### src/sss_pkg.sv
// shared types, constants and the character table for the segment scanner
package sss_pkg;

    // counter and field widths
    localparam int COUNTER_WIDTH = 16;
    localparam int FIELD_W       = 16;
    localparam int BLINK_W       = 16;
    localparam int CHAR_W        = 8;
    localparam int SEG_W         = 7;
    localparam int DIGIT_W       = 4;
    localparam int CLEAR_W       = 3;
    localparam int SLOT_W        = 3;

    typedef logic [COUNTER_WIDTH-1:0] count_t;
    typedef logic [FIELD_W-1:0]       field_t;
    typedef logic [BLINK_W-1:0]       blink_t;
    typedef logic [CHAR_W-1:0]        char_t;
    typedef logic [SEG_W-1:0]         seg_t;
    typedef logic [DIGIT_W-1:0]       digit_t;
    typedef logic [CLEAR_W-1:0]       clear_t;
    typedef logic [SLOT_W-1:0]        slot_t;

    // scan slots
    localparam slot_t SLOT_DIGIT3 = 3'd0;
    localparam slot_t SLOT_DIGIT2 = 3'd1;
    localparam slot_t SLOT_DIGIT1 = 3'd2;
    localparam slot_t SLOT_DIGIT0 = 3'd3;
    localparam slot_t SLOT_KEY    = 3'd4;

    // digit enables
    localparam digit_t DIGIT_NONE = 4'b0000;
    localparam digit_t DIGIT_0    = 4'b0001;
    localparam digit_t DIGIT_1    = 4'b0010;
    localparam digit_t DIGIT_2    = 4'b0100;
    localparam digit_t DIGIT_3    = 4'b1000;

    localparam seg_t SEG_BLANK = 7'h00;

    // clear mask bit positions
    localparam int CLR_A    = 0;
    localparam int CLR_B    = 1;
    localparam int CLR_BOTH = 2;

    // one input request
    typedef struct packed {
        char_t  char_0;
        char_t  char_1;
        char_t  char_2;
        char_t  char_3;
        logic   key_a;
        logic   key_b;
        clear_t clear_mask;
    } req_t;

    // one result
    typedef struct packed {
        seg_t   seg_lines;
        digit_t digit_select;
        logic   key_slot;
        field_t hold_a;
        field_t hold_b;
        field_t hold_both;
        field_t idle_ticks;
    } res_t;

    // control handed from the scan sequencer to the key counters
    typedef struct packed {
        logic   advance;
        logic   key_slot;
        logic   key_a;
        logic   key_b;
        clear_t clear_mask;
    } key_ctrl_t;

    // character to segment pattern, bit0 a through bit6 g
    function automatic seg_t seg_pattern(input char_t code);
        seg_t pat;
        unique case (code)
            8'h30:   pat = 7'h3F; // '0'
            8'h31:   pat = 7'h30; // '1'
            8'h32:   pat = 7'h5B; // '2'
            8'h33:   pat = 7'h79; // '3'
            8'h34:   pat = 7'h74; // '4'
            8'h35:   pat = 7'h6D; // '5'
            8'h36:   pat = 7'h6F; // '6'
            8'h37:   pat = 7'h38; // '7'
            8'h38:   pat = 7'h7F; // '8'
            8'h39:   pat = 7'h7D; // '9'
            8'h42:   pat = 7'h67; // 'B'
            8'h45:   pat = 7'h4F; // 'E'
            8'h54:   pat = 7'h47; // 'T'
            8'h59:   pat = 7'h75; // 'Y'
            8'h6F:   pat = 7'h63; // 'o'
            8'h4F:   pat = 7'h5C; // 'O'
            default: pat = SEG_BLANK;
        endcase
        return pat;
    endfunction

    // saturating increment of a hold or idle counter
    function automatic count_t sat_inc(input count_t v);
        return (v == '1) ? v : count_t'(v + count_t'(1));
    endfunction

endpackage

### src/sss_req_if.sv
// request channel: four characters, two key levels and the clear mask
interface sss_req_if import sss_pkg::*; ();
    logic   valid;
    logic   ready;
    char_t  char_0;
    char_t  char_1;
    char_t  char_2;
    char_t  char_3;
    logic   key_a;
    logic   key_b;
    clear_t clear_mask;

    modport source (
        output valid, char_0, char_1, char_2, char_3, key_a, key_b, clear_mask,
        input  ready
    );
    modport sink (
        input  valid, char_0, char_1, char_2, char_3, key_a, key_b, clear_mask,
        output ready
    );
endinterface

### src/sss_res_if.sv
// result channel: display drive and key counters for one tick
interface sss_res_if import sss_pkg::*; ();
    logic   valid;
    logic   ready;
    seg_t   seg_lines;
    digit_t digit_select;
    logic   key_slot;
    field_t hold_a;
    field_t hold_b;
    field_t hold_both;
    field_t idle_ticks;

    modport source (
        output valid, seg_lines, digit_select, key_slot, hold_a, hold_b, hold_both,
               idle_ticks,
        input  ready
    );
    modport sink (
        input  valid, seg_lines, digit_select, key_slot, hold_a, hold_b, hold_both,
               idle_ticks,
        output ready
    );
endinterface

### src/sss_scan.sv
// scan slot sequencer, blink timer and segment decode
module sss_scan import sss_pkg::*; (
    input  logic      clk,
    input  logic      rst_n,
    input  logic      advance,
    input  blink_t    blink_period,
    input  req_t      req,
    output seg_t      seg_lines,
    output digit_t    digit_select,
    output logic      key_slot
);

    slot_t  slot_reg, slot_next;
    blink_t blink_count_reg, blink_count_next;
    logic   lit_reg, lit_next;
    char_t  code;
    logic   digit_slot;

    // slot decode
    always_comb
    begin
        code         = req.char_0;
        digit_select = DIGIT_NONE;
        digit_slot   = 1'b0;
        key_slot     = 1'b0;
        unique case (slot_reg)
            SLOT_DIGIT3:
            begin
                code         = req.char_0;
                digit_select = DIGIT_3;
                digit_slot   = 1'b1;
            end
            SLOT_DIGIT2:
            begin
                code         = req.char_1;
                digit_select = DIGIT_2;
                digit_slot   = 1'b1;
            end
            SLOT_DIGIT1:
            begin
                code         = req.char_2;
                digit_select = DIGIT_1;
                digit_slot   = 1'b1;
            end
            SLOT_DIGIT0:
            begin
                code         = req.char_3;
                digit_select = DIGIT_0;
                digit_slot   = 1'b1;
            end
            SLOT_KEY:
            begin
                digit_select = DIGIT_0;
                key_slot     = 1'b1;
            end
            default:
            begin
                digit_select = DIGIT_NONE;
            end
        endcase
    end

    // segments, blanked in the key slot and while the blink flag is off
    assign seg_lines = (digit_slot && lit_reg) ? seg_pattern(code) : SEG_BLANK;

    // next slot and blink timer
    always_comb
    begin
        slot_next        = (slot_reg >= SLOT_KEY) ? SLOT_DIGIT3 : slot_t'(slot_reg + 3'd1);
        blink_count_next = blink_count_reg;
        lit_next         = lit_reg;
        if (digit_slot)
        begin
            if (blink_period != '0)
            begin
                if (blink_count_reg >= blink_period)
                begin
                    blink_count_next = '0;
                    lit_next         = ~lit_reg;
                end
                else
                begin
                    blink_count_next = blink_t'(blink_count_reg + blink_t'(1));
                end
            end
            else
            begin
                if (blink_count_reg != '1)
                begin
                    blink_count_next = blink_t'(blink_count_reg + blink_t'(1));
                end
                lit_next = 1'b1;
            end
        end
    end

    // state registers
    always_ff @(posedge clk or negedge rst_n)
    begin
        if (!rst_n)
        begin
            slot_reg        <= SLOT_DIGIT3;
            blink_count_reg <= '0;
            lit_reg         <= 1'b1;
        end
        else if (advance)
        begin
            slot_reg        <= slot_next;
            blink_count_reg <= blink_count_next;
            lit_reg         <= lit_next;
        end
    end

endmodule

### src/sss_keys.sv
// key hold counters and idle counter
module sss_keys import sss_pkg::*; (
    input  logic      clk,
    input  logic      rst_n,
    input  key_ctrl_t ctrl,
    output field_t    hold_a,
    output field_t    hold_b,
    output field_t    hold_both,
    output field_t    idle_ticks
);

    count_t hold_a_reg, hold_a_next;
    count_t hold_b_reg, hold_b_next;
    count_t hold_both_reg, hold_both_next;
    count_t idle_reg, idle_next;
    count_t a_clr, b_clr, both_clr;
    logic   pressed;

    // software clear first, then the key sample
    always_comb
    begin
        a_clr    = ctrl.clear_mask[CLR_A]    ? '0 : hold_a_reg;
        b_clr    = ctrl.clear_mask[CLR_B]    ? '0 : hold_b_reg;
        both_clr = ctrl.clear_mask[CLR_BOTH] ? '0 : hold_both_reg;
        pressed  = ctrl.key_slot && (ctrl.key_a || ctrl.key_b);

        hold_a_next    = a_clr;
        hold_b_next    = b_clr;
        hold_both_next = both_clr;
        if (pressed)
        begin
            hold_a_next    = '0;
            hold_b_next    = '0;
            hold_both_next = '0;
            if (ctrl.key_a && ctrl.key_b)
            begin
                hold_both_next = sat_inc(both_clr);
            end
            else if (ctrl.key_a)
            begin
                hold_a_next = sat_inc(a_clr);
            end
            else
            begin
                hold_b_next = sat_inc(b_clr);
            end
        end
        idle_next = pressed ? count_t'(1) : sat_inc(idle_reg);
    end

    // values after this tick
    assign hold_a     = field_t'(hold_a_next);
    assign hold_b     = field_t'(hold_b_next);
    assign hold_both  = field_t'(hold_both_next);
    assign idle_ticks = field_t'(idle_next);

    // counter registers
    always_ff @(posedge clk or negedge rst_n)
    begin
        if (!rst_n)
        begin
            hold_a_reg    <= '0;
            hold_b_reg    <= '0;
            hold_both_reg <= '0;
            idle_reg      <= '0;
        end
        else if (ctrl.advance)
        begin
            hold_a_reg    <= hold_a_next;
            hold_b_reg    <= hold_b_next;
            hold_both_reg <= hold_both_next;
            idle_reg      <= idle_next;
        end
    end

`ifndef SYNTHESIS
    // at most one hold counter is ever running
    a_one_hold: assert property (@(posedge clk) disable iff (!rst_n)
        $countones({hold_a_reg != '0, hold_b_reg != '0, hold_both_reg != '0}) <= 1)
        else $error("more than one hold counter non-zero");

    // a key press restarts the idle count at one
    a_idle_restart: assert property (@(posedge clk) disable iff (!rst_n)
        ctrl.advance && ctrl.key_slot && (ctrl.key_a || ctrl.key_b)
        |=> idle_reg == count_t'(1))
        else $error("idle count not restarted by key press");
`endif

endmodule

### src/seven_segment_scan_with_key_sense.sv
// top level: request register, scan and key logic, result register
//
// channel   direction  handshake        payload
// request   in         valid / ready    char_0..char_3, key_a, key_b, clear_mask
// result    out        valid / ready    seg_lines, digit_select, key_slot, counters
// cfg       in         cfg_wr_en        cfg_wr_data = blink_period
//
// one request a cycle while the result sink keeps up; a result passes the request
// register, then the result register, before it is offered on the result channel. the
// request register lets a new request in while a finished result still waits on a
// stalled sink. reset clears the scan slot, blink timer and counters; display starts lit.
module seven_segment_scan_with_key_sense import sss_pkg::*; (
    input  logic         clk,
    input  logic         rst_n,
    sss_req_if.sink      request,
    sss_res_if.source    result,
    input  logic         cfg_wr_en,
    input  blink_t       cfg_wr_data
);

    logic      req_valid_reg, req_valid_next;
    req_t      req_reg;
    logic      res_valid_reg, res_valid_next;
    res_t      res_reg, res_next;
    blink_t    blink_period_reg;
    logic      advance;
    logic      load;
    key_ctrl_t key_ctrl;

    // handshake control
    assign advance       = req_valid_reg && (!res_valid_reg || result.ready);
    assign request.ready = !req_valid_reg || advance;
    assign load          = request.valid && request.ready;

    always_comb
    begin
        req_valid_next = load ? 1'b1 : (advance ? 1'b0 : req_valid_reg);
        res_valid_next = advance ? 1'b1 : (result.ready ? 1'b0 : res_valid_reg);
    end

    // control registers
    always_ff @(posedge clk or negedge rst_n)
    begin
        if (!rst_n)
        begin
            req_valid_reg    <= 1'b0;
            res_valid_reg    <= 1'b0;
            blink_period_reg <= '0;
        end
        else
        begin
            req_valid_reg <= req_valid_next;
            res_valid_reg <= res_valid_next;
            if (cfg_wr_en)
            begin
                blink_period_reg <= cfg_wr_data;
            end
        end
    end

    // request register
    always_ff @(posedge clk)
    begin
        if (load)
        begin
            req_reg.char_0     <= request.char_0;
            req_reg.char_1     <= request.char_1;
            req_reg.char_2     <= request.char_2;
            req_reg.char_3     <= request.char_3;
            req_reg.key_a      <= request.key_a;
            req_reg.key_b      <= request.key_b;
            req_reg.clear_mask <= request.clear_mask;
        end
    end

    // scan and display
    sss_scan u_scan (
        .clk          (clk),
        .rst_n        (rst_n),
        .advance      (advance),
        .blink_period (blink_period_reg),
        .req          (req_reg),
        .seg_lines    (res_next.seg_lines),
        .digit_select (res_next.digit_select),
        .key_slot     (res_next.key_slot)
    );

    // key counters
    assign key_ctrl.advance    = advance;
    assign key_ctrl.key_slot   = res_next.key_slot;
    assign key_ctrl.key_a      = req_reg.key_a;
    assign key_ctrl.key_b      = req_reg.key_b;
    assign key_ctrl.clear_mask = req_reg.clear_mask;

    sss_keys u_keys (
        .clk        (clk),
        .rst_n      (rst_n),
        .ctrl       (key_ctrl),
        .hold_a     (res_next.hold_a),
        .hold_b     (res_next.hold_b),
        .hold_both  (res_next.hold_both),
        .idle_ticks (res_next.idle_ticks)
    );

    // result register
    always_ff @(posedge clk)
    begin
        if (advance)
        begin
            res_reg <= res_next;
        end
    end

    assign result.valid        = res_valid_reg;
    assign result.seg_lines    = res_reg.seg_lines;
    assign result.digit_select = res_reg.digit_select;
    assign result.key_slot     = res_reg.key_slot;
    assign result.hold_a       = res_reg.hold_a;
    assign result.hold_b       = res_reg.hold_b;
    assign result.hold_both    = res_reg.hold_both;
    assign result.idle_ticks   = res_reg.idle_ticks;

`ifndef SYNTHESIS
    // key slot shows blank segments on digit 0
    a_key_slot_blank: assert property (@(posedge clk) disable iff (!rst_n)
        result.valid && result.key_slot
        |-> result.seg_lines == SEG_BLANK && result.digit_select == DIGIT_0)
        else $error("key slot drives segments");

    // never more than one digit enabled
    a_digit_onehot: assert property (@(posedge clk) disable iff (!rst_n)
        result.valid |-> $onehot0(result.digit_select))
        else $error("several digits enabled");
`endif

endmodule
### src/flat_wrapper.sv
// flat-port wrapper written by rule: the top's interface ports become plain ports
module seven_segment_scan_with_key_sense_flat import sss_pkg::*;
  (clk, rst_n, cfg_wr_en, cfg_wr_data, request_valid, request_char_0, request_char_1, request_char_2, request_char_3, request_key_a, request_key_b, request_clear_mask, request_ready, result_valid, result_seg_lines, result_digit_select, result_key_slot, result_hold_a, result_hold_b, result_hold_both, result_idle_ticks, result_ready);
  sss_req_if request_i ();
  sss_res_if result_i ();
  input  logic clk;
  input  logic rst_n;
  input  logic cfg_wr_en;
  input  blink_t cfg_wr_data;
  input wire logic [$bits(request_i.valid)-1:0] request_valid;
  input wire logic [$bits(request_i.char_0)-1:0] request_char_0;
  input wire logic [$bits(request_i.char_1)-1:0] request_char_1;
  input wire logic [$bits(request_i.char_2)-1:0] request_char_2;
  input wire logic [$bits(request_i.char_3)-1:0] request_char_3;
  input wire logic [$bits(request_i.key_a)-1:0] request_key_a;
  input wire logic [$bits(request_i.key_b)-1:0] request_key_b;
  input wire logic [$bits(request_i.clear_mask)-1:0] request_clear_mask;
  output wire logic [$bits(request_i.ready)-1:0] request_ready;
  output wire logic [$bits(result_i.valid)-1:0] result_valid;
  output wire logic [$bits(result_i.seg_lines)-1:0] result_seg_lines;
  output wire logic [$bits(result_i.digit_select)-1:0] result_digit_select;
  output wire logic [$bits(result_i.key_slot)-1:0] result_key_slot;
  output wire logic [$bits(result_i.hold_a)-1:0] result_hold_a;
  output wire logic [$bits(result_i.hold_b)-1:0] result_hold_b;
  output wire logic [$bits(result_i.hold_both)-1:0] result_hold_both;
  output wire logic [$bits(result_i.idle_ticks)-1:0] result_idle_ticks;
  input wire logic [$bits(result_i.ready)-1:0] result_ready;
  assign request_i.valid = request_valid;
  assign request_i.char_0 = request_char_0;
  assign request_i.char_1 = request_char_1;
  assign request_i.char_2 = request_char_2;
  assign request_i.char_3 = request_char_3;
  assign request_i.key_a = request_key_a;
  assign request_i.key_b = request_key_b;
  assign request_i.clear_mask = request_clear_mask;
  assign request_ready = request_i.ready;
  assign result_valid = result_i.valid;
  assign result_seg_lines = result_i.seg_lines;
  assign result_digit_select = result_i.digit_select;
  assign result_key_slot = result_i.key_slot;
  assign result_hold_a = result_i.hold_a;
  assign result_hold_b = result_i.hold_b;
  assign result_hold_both = result_i.hold_both;
  assign result_idle_ticks = result_i.idle_ticks;
  assign result_i.ready = result_ready;
  seven_segment_scan_with_key_sense u_core (.clk(clk), .rst_n(rst_n), .request(request_i), .result(result_i), .cfg_wr_en(cfg_wr_en), .cfg_wr_data(cfg_wr_data));
endmodule
### config.mk
export PLATFORM = sky130hd
export DESIGN_NAME = seven_segment_scan_with_key_sense_flat
export DESIGN_NICKNAME = d
export VERILOG_FILES = /design/src/sss_pkg.sv /design/src/sss_req_if.sv /design/src/sss_res_if.sv /design/src/sss_scan.sv /design/src/sss_keys.sv /design/src/seven_segment_scan_with_key_sense.sv /design/src/flat_wrapper.sv
export SDC_FILE = /design/constraint.sdc
export NUM_CORES = 1
export LEC_CHECK = 0
export ABC_AREA = 1
export BUFFER_PORTS_ARGS = -buffer_cell sky130_fd_sc_hd__buf_2
export CAP_MARGIN = 15
export CORE_UTILIZATION = 47
export CTS_BUF_LIST = sky130_fd_sc_hd__clkbuf_4 sky130_fd_sc_hd__clkbuf_8
export DETAILED_ROUTE_END_ITERATION = 12
export GPL_ROUTABILITY_DRIVEN = 0
export PLACE_DENSITY = 0.67
export REMOVE_ABC_BUFFERS = 1
export SLEW_MARGIN = 15
export SYNTH_ARGS = -nofsm -noshare
export SYNTH_HDL_FRONTEND = slang
export SYNTH_SLANG_ARGS = --single-unit
export TNS_END_PERCENT = 10
### constraint.sdc
create_clock -name clk -period 4.15 [get_ports clk]
set_clock_uncertainty 0.1 [all_clocks]
set_input_delay 0.83 -clock clk [delete_from_list [all_inputs] [get_ports clk]]
set_output_delay 0.83 -clock clk [all_outputs]
set_load 0.1 [all_outputs]
-- Word-level counts from Yosys, hierarchy flattened
Index checks and enable logic that the tools add are counted.
- muxes and demuxes: 31
- order comparisons: 2
- bitwise operators: 1
- $add $sub $neg: 6
- reduce and logical (&&, ||, !) cells: 19
- equal/unequal tests: 26
- operator list (kind ; count):
    two-way mux 16 bit ; 19
    one-hot mux 7 bit (16 select lines) ; 1
    adder 16 x 1 -> 16 bit (second input constant) ; 5
    == test 8 x 6 -> 1 bit (second input constant) ; 10
    == test 16 bit (second input constant) ; 4
    == test 8 x 7 -> 1 bit (second input constant) ; 6
    one-hot mux 8 bit (3 select lines) ; 1
    >= comparator 16 bit ; 1
    inequality test 16 bit (second input constant) ; 1
    one-hot mux 4 bit (4 select lines) ; 1
    nonzero test 16 bit ; 1
    two-way mux 1 bit ; 8
    == test 3 x 2 -> 1 bit (second input constant) ; 2
    AND reduction 3 bit ; 2
    nonzero test 2 bit ; 3
    logical AND 1 bit ; 5
    OR reduction 4 bit ; 1
    adder 3 x 1 -> 3 bit (second input constant) ; 1
    == test 3 x 1 -> 1 bit (second input constant) ; 1
    == test 3 bit (second input constant) ; 1
    >= comparator 3 bit (second input constant) ; 1
    zero test 3 bit ; 1
    logical OR 1 bit ; 3
    two-way mux 3 bit ; 1
    4 further kinds ; 5
- register bits after elaboration: 215
- output and inout bits: 78
- logic and storage cells: 109

-- Logic depth before layout (Yosys ltp)
- depth in word-level cells: 6
- gate-level depth with buffers: 17
- mapped depth without buffers: 17

-- Modules after synthesis
Synthesis repeated with hierarchy kept, for this count alone.
- cells, all modules: 1449
- area total of the unflattened synthesis: 11846.4 um2
- modules (own cells, without submodules) (module ; area each (um2) ; times used ; cells each):
    sss_keys ; 5260.0 ; 1 ; 853
    seven_segment_scan_with_key_sense ; 4132.7 ; 1 ; 192
    sss_scan ; 2453.6 ; 1 ; 404

-- Worst setup path after synthesis
Ideal clock, no wire load.
- path type: register -> register
- start: reg u_core.res_valid_reg (netlist: u_core.result.valid)
- end: reg u_core.res_reg, in the netlist u_core.result.digit_select[0] (enable)
- data arrival time: 3.686 ns
- stages on the path, launching flop included: 6
- library setup time: 0.470 ns
- setup slack: -0.105 ns
- data required time: 3.580 ns
- buffers on the path: 2
- path through: dfrtp_1 nand2_1 nand2_1 clkinv_1 clkbuf_1 buf_1
- longest elaborated chain between the ends: 3
- RTL lines (what ; RTL line ; RTL):
    from (decl) ; seven_segment_scan_with_key_sense.sv:23 ; logic res_valid_reg, res_valid_next;
    from (signal assigned) ; seven_segment_scan_with_key_sense.sv:53 ; res_valid_reg <= res_valid_next;
    zero test 1 bit ; seven_segment_scan_with_key_sense.sv:31 ; assign advance = req_valid_reg && (!res_valid_reg || result.ready);
    logical OR 1 bit ; seven_segment_scan_with_key_sense.sv:31 ;
    logical AND 1 bit ; seven_segment_scan_with_key_sense.sv:31 ;
    net u_core.advance ; seven_segment_scan_with_key_sense.sv:26 ; logic advance;
    to (signal assigned) ; seven_segment_scan_with_key_sense.sv:110 ; res_reg <= res_next;
    to (decl) ; seven_segment_scan_with_key_sense.sv:24 ; res_t res_reg, res_next;
The timed path passes the listed nets, and every way through them passes these cells.
A chain may end at the register's enable or synchronous reset.

==> impl_metrics.yaml <==
run_status:
  outcome: "finished clean"
sta:
  fmax_mhz: 337.6
  fin_crit_sh_pct: 71.38
  slew_violations: 0
  fin_crit_ns: 2.962
  worstMarginPinSlew_ns: 0.9335
  rsz0062_at_grt: "false"
  slew_headroom_pct: 37.77
  hold_slack_ns: 0.3320
  hold_viol: 0
  setup-violations-final: 0
clocking:
  htree_levels: 2
  cts_tree: "yes"
  cts_sinks: 215
  post_cts_buffers: 0
  clockRootBuffer: "clkbuf_8"
  post_cts_resize_count: 0
  cts-buffers-inserted: 38
  clkLatencyLatePin_ns: 0.53
  clock_path_buffers: 3
  clkSlewWorstSetupHoldPaths_ns: 0.06
  holdBufCountCts: 0
floorplan:
  num_rows: 56
  start_util_pct: 48.18
  die-height_um: 157.4
  die_area_mm2: 0.02476
  die-width_um: 157.4
  io-pin-count: 136
  core_area_mm2: 0.02354
yosys:
  synth_xor_area_share_pct: 1.699
  ys_seq_area_share_pct: 52.43
  syn_area_mm2: 0.01134
  synth-compound-area-share_pct: 8.096
  synth_top_family_by_area: "simple AND/OR/NAND/NOR gates"
  synth_fa_ha_area_share_pct: 2.868
  synthSimpleGateAreaFrac_pct: 27.22
  syn_avg_cell_area_um2: 8.335
  synth_cell_types: 52
  syn_inst: 1361
  synth-seq-cells: 215
  muxShareOfSynthArea_pct: 0
  yosys_warnings: 0
detailed_routing:
  ant_nets: 0
  initialDrtViolationCount: 497
  drc_errors: 0
  vias: 9201
  drt_wl_total_mm: 24.89
  drt-pass1-iter-count: 5
  viasPerCell: 4.952
  avgRoutedWirePerCell_um: 13.40
global_routing:
  grt-ovfl-total: 0
  grt_pass1_vias: 8745
  grt_pass1_wl_mm: 41.36
  grt_max_degree: 71
  antenna_found_initial: 1
  grtUsageTotal_pct: 20.89
final_layout:
  largest_reg_flops: 32
  drive_above_1_share_pct: 17.36
  nets: 1593
  final_cell_mix: "372 x nand2_1, 172 x inv_1, 134 x buf_2"
  fillers: 2233
  multiInputGateArea_mm2: 0.004527
  area_growth_syn_to_layout_pct: 15.88
  design_area_mm2: 0.01315
  final_common_cell: "nand2_1"
  ff_latch_area_mm2: 0.005947
power:
  p_leak_nw: 6.158
  power_w: 0.007382
  powerDensity_mw_per_mm2: 561.6
  peakVddDrop_v: 0.0003566
setup_path:
  critical_path_class: "reg -> reg"
  cp-start-kind: "flop"
  reg2reg_setup_slack_ns: 1.19
  critPathMaxFanout: 24
  worstPathArrival_ns: 3.26
  worst_setup_path_end_kind: "flop"
  slowest_delay_ns: 0.56
  critical_path.top_delay_family: "compound AO/OA/AOI/OAI gates"
  cp_num_buf_inv: 3
  cp_cell_sequence: "inv_1, ha_1, nand2_2, a21oi_4, inv_2, nor2_1, inv_1, o21ai_0, a21oi_1, nand2_1, o21ai_0"
  critPathSlowestCell: "a21oi_4"
  cp_data_required_time_ns: 4.44
place:
  dpl.hpwl_mm: 17.62
  port_buffers: 135
  placed_cell_area_mm2: 0.01234
run:
  drv_cap: 0
min_path:
  hold_class: "in -> async"
routing by layer:
| layer | vias to the layer above | part of all wire, % | global-route usage [%] |
|---|---|---|---|
| li1 | 4746 | - | - |
| met1 | 4189 | 44 | 26.22 |
| met2 | 219 | 48 | 35.82 |
| met3 | 47 | 5.6 | 4.763 |
| met4 | 0 | 2.0 | 6.195 |
| met5 | - | 0 | 0 |
final cells by class:
class / instances / share of cell area, %
Antenna cell: 1 / 0.01904
Tap cell: 319 / 3.036
Clock inverter: 7 / 0.4569
Sequential cell: 215 / 45.24
Clock buffer: 62 / 5.682
Multi-Input combinational cell: 925 / 34.44
Timing Repair Buffer: 144 / 5.768
Inverter: 185 / 5.359
worst paths after layout:
| path | from | cells past startpoint | endpoint |
|---|---|---|---|
| worst min-delay path | rst_n | 1 | u_core.u_keys.idle_reg[8] |
| max in group asynchronous | rst_n | 2 | u_core.u_keys.hold_b_reg[10] |
| worst max-delay path | u_core.u_scan.slot_reg[1] | 11 | u_core.u_keys.hold_both_reg[14] |
| min in group clk | request_char_2[3] | 1 | u_core.req_reg[16] |
| worst max register to register | u_core.u_scan.slot_reg[1] | 11 | u_core.u_keys.hold_both_reg[14] |
| worst min register to register | u_core.u_keys.hold_b_reg[12] | 2 | u_core.u_keys.hold_b_reg[12] |
cell usage after synthesis, drive strengths merged:
| cell type | n | area (µm²) |
|---|---|---|
| dfrtp | 101 | 2527 |
| a31o | 3 | 26.28 |
| nand4 | 24 | 150.1 |
| a21oi | 22 | 125.1 |
| o311a | 1 | 10.01 |
| o21ai | 117 | 596.8 |
| nand2 | 382 | 1461 |
| a21o | 1 | 7.510 |
| or3 | 1 | 6.260 |
| or2 | 2 | 12.52 |
| nor2 | 146 | 603.1 |
| and3 | 1 | 6.260 |
| a31oi | 4 | 25.02 |
| buf | 11 | 78.82 |
| clkbuf | 25 | 93.84 |
| o22ai | 2 | 18.77 |
| nor3b | 1 | 12.51 |
| clkinv | 1 | 3.750 |
| edfxtp | 113 | 3393 |
| ha | 26 | 325.3 |
| a211oi | 2 | 15.01 |
| xor2 | 15 | 131.4 |
| and2 | 3 | 18.77 |
| nand3 | 113 | 575.6 |
| a22oi | 1 | 7.510 |
| o21a | 1 | 7.510 |
| inv | 184 | 695.7 |
| nand3b | 6 | 45.04 |
| nor3 | 34 | 196.4 |
| o211ai | 5 | 37.54 |
| dfstp | 1 | 26.28 |
| xnor2 | 7 | 61.31 |
| o21bai | 5 | 41.29 |
where the power goes:
part,switching (W),internal (W)
clock network,0.000838,0.00120
logic,0.00201,0.000553
registers,0.000178,0.00260
kinds of logic after synthesis:
family / count (synthesis)
AND/OR/NAND/NOR: 713
buffers and inverters: 221
flip-flops: 215
AO/OA/AOI/OAI: 164
adder cells (fa/ha/maj): 26
XOR/XNOR: 22
per-stage QoR:
step,utilization (%),setup slack (ns),TNS (ns),std cells
floorplan,-,-1.746,-214.28,1325
global placement,52.40,1.238,0,1788
detailed placement,52.40,1.216,0,1788
CTS,55.82,1.218,0,1857
global route,55.82,0.8928,0,1857
finish,55.84,1.188,0,1858
No activity file was read; power rests on OpenSTA's default activity.
